## src/design/pes_pkg.sv

```systemverilog
// Package for the periodic event scheduler: action/status codes and
// controller/datapath command and status structs. No dependencies.
package pes_pkg;

    localparam int ENTRIES_DEF   = 64;
    localparam int TIME_BITS_DEF = 48;
    localparam int ID_W          = 32;
    localparam int PER_W         = 32;
    localparam int ACT_W         = 2;
    localparam int STAT_W        = 3;

    localparam logic [ACT_W-1:0] ACT_REGISTER = 2'd0;
    localparam logic [ACT_W-1:0] ACT_SERVE    = 2'd1;

    localparam logic [STAT_W-1:0] ST_REGISTERED = 3'd0;
    localparam logic [STAT_W-1:0] ST_SERVED     = 3'd1;
    localparam logic [STAT_W-1:0] ST_CLEARED    = 3'd2;
    localparam logic [STAT_W-1:0] ST_FULL       = 3'd3;
    localparam logic [STAT_W-1:0] ST_EMPTY      = 3'd4;

    // controller -> datapath
    typedef struct packed {
        logic load_req;    // capture request fields
        logic wr_entry;    // write new entry at count
        logic clr_count;   // empty the table
        logic scan_start;  // reset scan pointer, issue read of slot 0
        logic scan_step;   // compare read data, advance pointer
        logic rd_best;     // issue read of best slot
        logic upd_best;    // write advanced due time of best slot
    } pes_cmd_t;

    // datapath -> controller
    typedef struct packed {
        logic is_clear;
        logic is_register;
        logic full;
        logic empty;
        logic scan_done;
    } pes_stat_t;

endpackage

```

## src/design/pes_ctrl.sv

```systemverilog
// Controller of the periodic event scheduler: request sequencing and the
// output register. Uses pes_pkg.
module pes_ctrl (
    input  logic                       clk,
    input  logic                       rst_n,
    input  logic                       in_valid,
    output logic                       in_ready,
    output logic                       out_valid,
    input  logic                       out_ready,
    output pes_pkg::pes_cmd_t          cmd,
    input  pes_pkg::pes_stat_t         stat,
    input  logic [pes_pkg::ID_W-1:0]   best_id,
    output logic [pes_pkg::STAT_W-1:0] status,
    output logic [pes_pkg::ID_W-1:0]   served_id
);
    import pes_pkg::*;

    typedef enum logic [4:0] {
        S_IDLE   = 5'b00001,
        S_DECODE = 5'b00010,
        S_SCAN   = 5'b00100,
        S_READ   = 5'b01000,
        S_UPDATE = 5'b10000
    } state_t;

    state_t             state_reg, state_next;
    logic               ovld_reg, ovld_next;
    logic [STAT_W-1:0]  status_reg, status_next;
    logic [ID_W-1:0]    sid_reg, sid_next;
    logic               done;

    // Result may be loaded once the output register is free or draining
    assign done      = !ovld_reg || out_ready;
    assign in_ready  = (state_reg == S_IDLE);
    assign out_valid = ovld_reg;
    assign status    = status_reg;
    assign served_id = sid_reg;

    always_comb
    begin
        state_next  = state_reg;
        ovld_next   = ovld_reg && !out_ready;
        status_next = status_reg;
        sid_next    = sid_reg;
        cmd         = '0;
        unique case (state_reg)
            S_IDLE:
            begin
                if (in_valid)
                begin
                    cmd.load_req = 1'b1;
                    state_next   = S_DECODE;
                end
            end
            S_DECODE:
            begin
                if (stat.is_clear || stat.is_register || stat.empty)
                begin
                    if (done)
                    begin
                        ovld_next = 1'b1;
                        sid_next  = '0;
                        if (stat.is_clear)
                        begin
                            cmd.clr_count = 1'b1;
                            status_next   = ST_CLEARED;
                        end
                        else if (stat.is_register)
                        begin
                            cmd.wr_entry = !stat.full;
                            status_next  = stat.full ? ST_FULL : ST_REGISTERED;
                        end
                        else
                        begin
                            status_next = ST_EMPTY;
                        end
                        state_next = S_IDLE;
                    end
                end
                else
                begin
                    cmd.scan_start = 1'b1;
                    state_next     = S_SCAN;
                end
            end
            S_SCAN:
            begin
                cmd.scan_step = 1'b1;
                if (stat.scan_done)
                    state_next = S_READ;
            end
            S_READ:
            begin
                cmd.rd_best = 1'b1;
                state_next  = S_UPDATE;
            end
            S_UPDATE:
            begin
                if (done)
                begin
                    cmd.upd_best = 1'b1;
                    ovld_next    = 1'b1;
                    status_next  = ST_SERVED;
                    sid_next     = best_id;
                    state_next   = S_IDLE;
                end
            end
            default:
            begin
                state_next = S_IDLE;
            end
        endcase
    end

    always_ff @(posedge clk)
    begin
        status_reg <= status_next;
        sid_reg    <= sid_next;
    end

    always_ff @(posedge clk or negedge rst_n)
    begin
        if (!rst_n)
        begin
            state_reg <= S_IDLE;
            ovld_reg  <= 1'b0;
        end
        else
        begin
            state_reg <= state_next;
            ovld_reg  <= ovld_next;
        end
    end

endmodule

```

## config.mk

```make
export PLATFORM = sky130hd
export DESIGN_NAME = pes_ctrl
export DESIGN_NICKNAME = d
export VERILOG_FILES = /design/src/design/pes_pkg.sv /design/src/design/pes_ctrl.sv
export SDC_FILE = /design/constraint.sdc
export NUM_CORES = 1
export LEC_CHECK = 0
export ABC_CLOCK_PERIOD_IN_PS = 3600
export BUFFER_PORTS_ARGS = -buffer_cell sky130_fd_sc_hd__buf_2
export CAP_MARGIN = 10
export CORE_MARGIN = 2
export CORE_UTILIZATION = 46
export DETAILED_ROUTE_END_ITERATION = 7
export PLACE_DENSITY_LB_ADDON = 0.1
export SYNTH_ARGS = -nofsm -noshare
export SYNTH_HDL_FRONTEND = slang
export SYNTH_SLANG_ARGS = --single-unit
```

## constraint.sdc

```tcl
create_clock -name clk -period 3.6 [get_ports clk]
set_input_delay 0 -clock clk [delete_from_list [all_inputs] [get_ports clk]]
set_output_delay 0 -clock clk [all_outputs]
set_load 0.02 [all_outputs]
```

==> results_dict.tcl <==
set metrics [dict create \
    netlist_top_cells_count "edfxtp_1, and2_4, nor2_1" \
    areaGrowthSynthToFinish_pct 45.9 \
    synth_ff_type "edfxtp_1" \
    slew_violations 0 \
    wl_per_cell_um 13.4 \
    hold_path_class "input pin to flip-flop" \
    total_power_w 0.00123 \
    crit_chain "nor3_4 > nand2_1 > o21a_1 > nor2_4" \
    syn_area_um2 1810 \
    hold_violations 0 \
    antennaDiodeCount 0 \
    grt_pass1_vias 1198 \
    yosys.area.top_type "edfxtp_1" \
    ioPinCount 85 \
    h-tree-depth 2 \
    cap_viol_max_count 0 \
    relSlewSlack_pct 38.7 \
    insertion_delay_ns 0.29 \
    ant_nets 0 \
    power_density_nw_per_um2 465 \
    cp_top_family "simple AND/OR/NAND/NOR gates" \
    synthMuxAreaShare_pct 0 \
    start_util_pct 48.7 \
    final_area_um2 2640 \
    fmax_mhz 449 \
    status "complete, no violations" \
    grt_max_degree 36 \
    path_max_fanout 35 \
    synthSimpleGateAreaFrac_pct 26.7 \
    crit_buf_inv 0 \
    drt_first_pass_iters 4 \
    clk_pin_slew_worst_paths_ns 0.07 \
    drive_above_1_share_pct 55.7 \
    largest_reg_flops 32 \
    totalNegativeSetupSlack_ns 0 \
    critPathKind "flip-flop to flip-flop" \
    slowest_delay_ns 0.70 \
    end_kind "flip-flop" \
    die_y_um 66.7 \
    antenna_found_initial 0 \
    synth_top_family_by_area "simple AND/OR/NAND/NOR gates" \
    path_depth 4 \
    synth_top_cells_by_area "edfxtp_1, and2_4, dfrtp_1" \
    ys_ff_latch 41 \
    period_share_pct 61.8 \
    clock_sinks 41 \
    core_area_um2 3720 \
    p_leak_nw 1.20 \
    setup_viol 0 \
    synth_top_area_share_pct 58.1 \
    seq_area_frac_synth_pct 66.5 \
    synth_fa_ha_area_share_pct 0 \
    die_area_um2 4450 \
    final.setup_skew_ns 0.00143 \
    vias_per_cell 4.71 \
    arrival_ns 2.14 \
    required_ns 3.52 \
    dpl.hpwl_mm 2.61 \
    reg2regPathDepth 4 \
    synth_enable_flop_cells 35 \
    synthCells 121 \
    startpoint_type "flip-flop" \
    synth.most_common_cell "edfxtp_1" \
    dieWidth_um 66.7 \
    min_path_cells 2 \
    grtUsageTotal_pct 17.1 \
    async_reset_ff_share_pct 14.6 \
    cts-root-buf "clkbuf_8" \
    num_rows 22 \
    gr-total-overflow 0 \
    routed_wl_mm 3.81 \
    numCtsBuffers 5 \
    drcViolationCount 0 \
    utilization_pct 71.0 \
    worstMarginPinSlew_ns 0.918 \
    rsz0062_at_grt "false" \
    worst_path_max_delay_cell "nor2_4" \
    drt-initial-drc-count 75 \
    postCtsSetupBuffers 0 \
    grt_first_pass_wirelength_mm 5.32 \
    synth.net_count 162 \
    vias 1342 \
    cts_tree "yes" \
    port_buffers 84 \
    yosys_warnings 0 \
    place.gp.congestion 0.670 \
    clockBufferDepth 2 \
    avgSynthCellArea_um2 15.0 \
    fin_nets 277 \
    synth-xor-area-share_pct 0 \
    timing.final.ws_setup_ns 1.37 \
    synth_cell_types 31 \
    min_period_ns 2.23 \
    synth-compound-area-share_pct 4.56 \
    dpl_cell_area_um2 2260 \
    post-place-ws_ns 1.37 \
    vdd_ir_drop_max_mv 0.294 \
]
power by group:
group / internal, W / switching [W] / total [W] / leakage [nW]
Clock: 0.000204 / 0.000145 / 0.000349 / 0.0528
Combinational: 0.000111 / 0.000163 / 0.000273 / 0.734
Sequential: 0.000580 / 0.0000264 / 0.000606 / 0.415
cell families after synthesis:
family | count (synthesis)
simple gates | 65
flops | 41
compound gates | 10
buf+inv | 5
final timing paths:
| kind | from | endpoint | slack [ns] |
|---|---|---|---|
| setup / recovery | state_reg[4]$_DFFE_PN0P_ | served_id[4]$_SDFFCE_PP0P_ | 1.37 |
| hold / removal | best_id[17] | served_id[17]$_SDFFCE_PP0P_ | 0.01 |
| setup reg to reg | state_reg[4]$_DFFE_PN0P_ | served_id[4]$_SDFFCE_PP0P_ | 1.37 |
| hold reg to reg | out_valid$_DFF_PN0_ | out_valid$_DFF_PN0_ | 0.53 |
| max in group asynchronous | rst_n | state_reg[0]$_DFFE_PN1P_ | 3.33 |
| min in group asynchronous | rst_n | state_reg[2]$_DFFE_PN0P_ | 0.05 |
cell type report:
cell class	instances	area [um2]
multi-input combinational	75	573
tap	48	60.1
sequential	41	1200
fill	296	1080
timing repair buffer	111	691
clock buffer	6	72.6
inverter	2	7.51
clock inverter	2	33.8
worst register-to-register path, cell delays in order, from the launching register on:
cell and delay, ns:
dfrtp_1 0.47, nor3_4 0.28, nand2_1 0.13, o21a_1 0.26
nor2_4 0.70
cells in the final DEF (no fill, tap or decap), types with 2 or more instances in the layout:
master,count
nor3_4,2
and2_4,28
inv_1,2
nand2b_1,2
and2_1,5
clkbuf_8,5
buf_2,84
dlygate4sd3_1,27
nand2_1,6
o21ai_0,3
dfrtp_1,5
nor2_1,7
edfxtp_1,35
and3_2,2
nor3b_1,2
per-stage QoR:
step / instances / hold WS, ns
3_3_place_gp: 250 / -0.177
3_5_place_dp: 250 / -0.176
2_1_floorplan: 121 / -0.296
4_1_cts: 279 / 0.000175
6_report: 285 / 0.0112
5_1_grt: 285 / 0.00430
metal layers:
| metal | share of wire, % | wire, um | global-route usage (%) |
|---|---|---|---|
| met2 | 52 | 2000 | 29.5 |
| met1 | 37 | 1430 | 18.6 |
| met3 | 7.9 | 300 | 6.42 |
| met4 | 2.2 | 84 | 7.65 |
| met5 | 0 | 0 | 0 |
what timing repair did:
action,4_1_cts,5_1_grt
resized for setup,0,0
hold buffers,21,6
endpoints found under the setup margin,0,0
hold endpoints to repair,26,6
No activity file was read; power rests on OpenSTA's default activity.
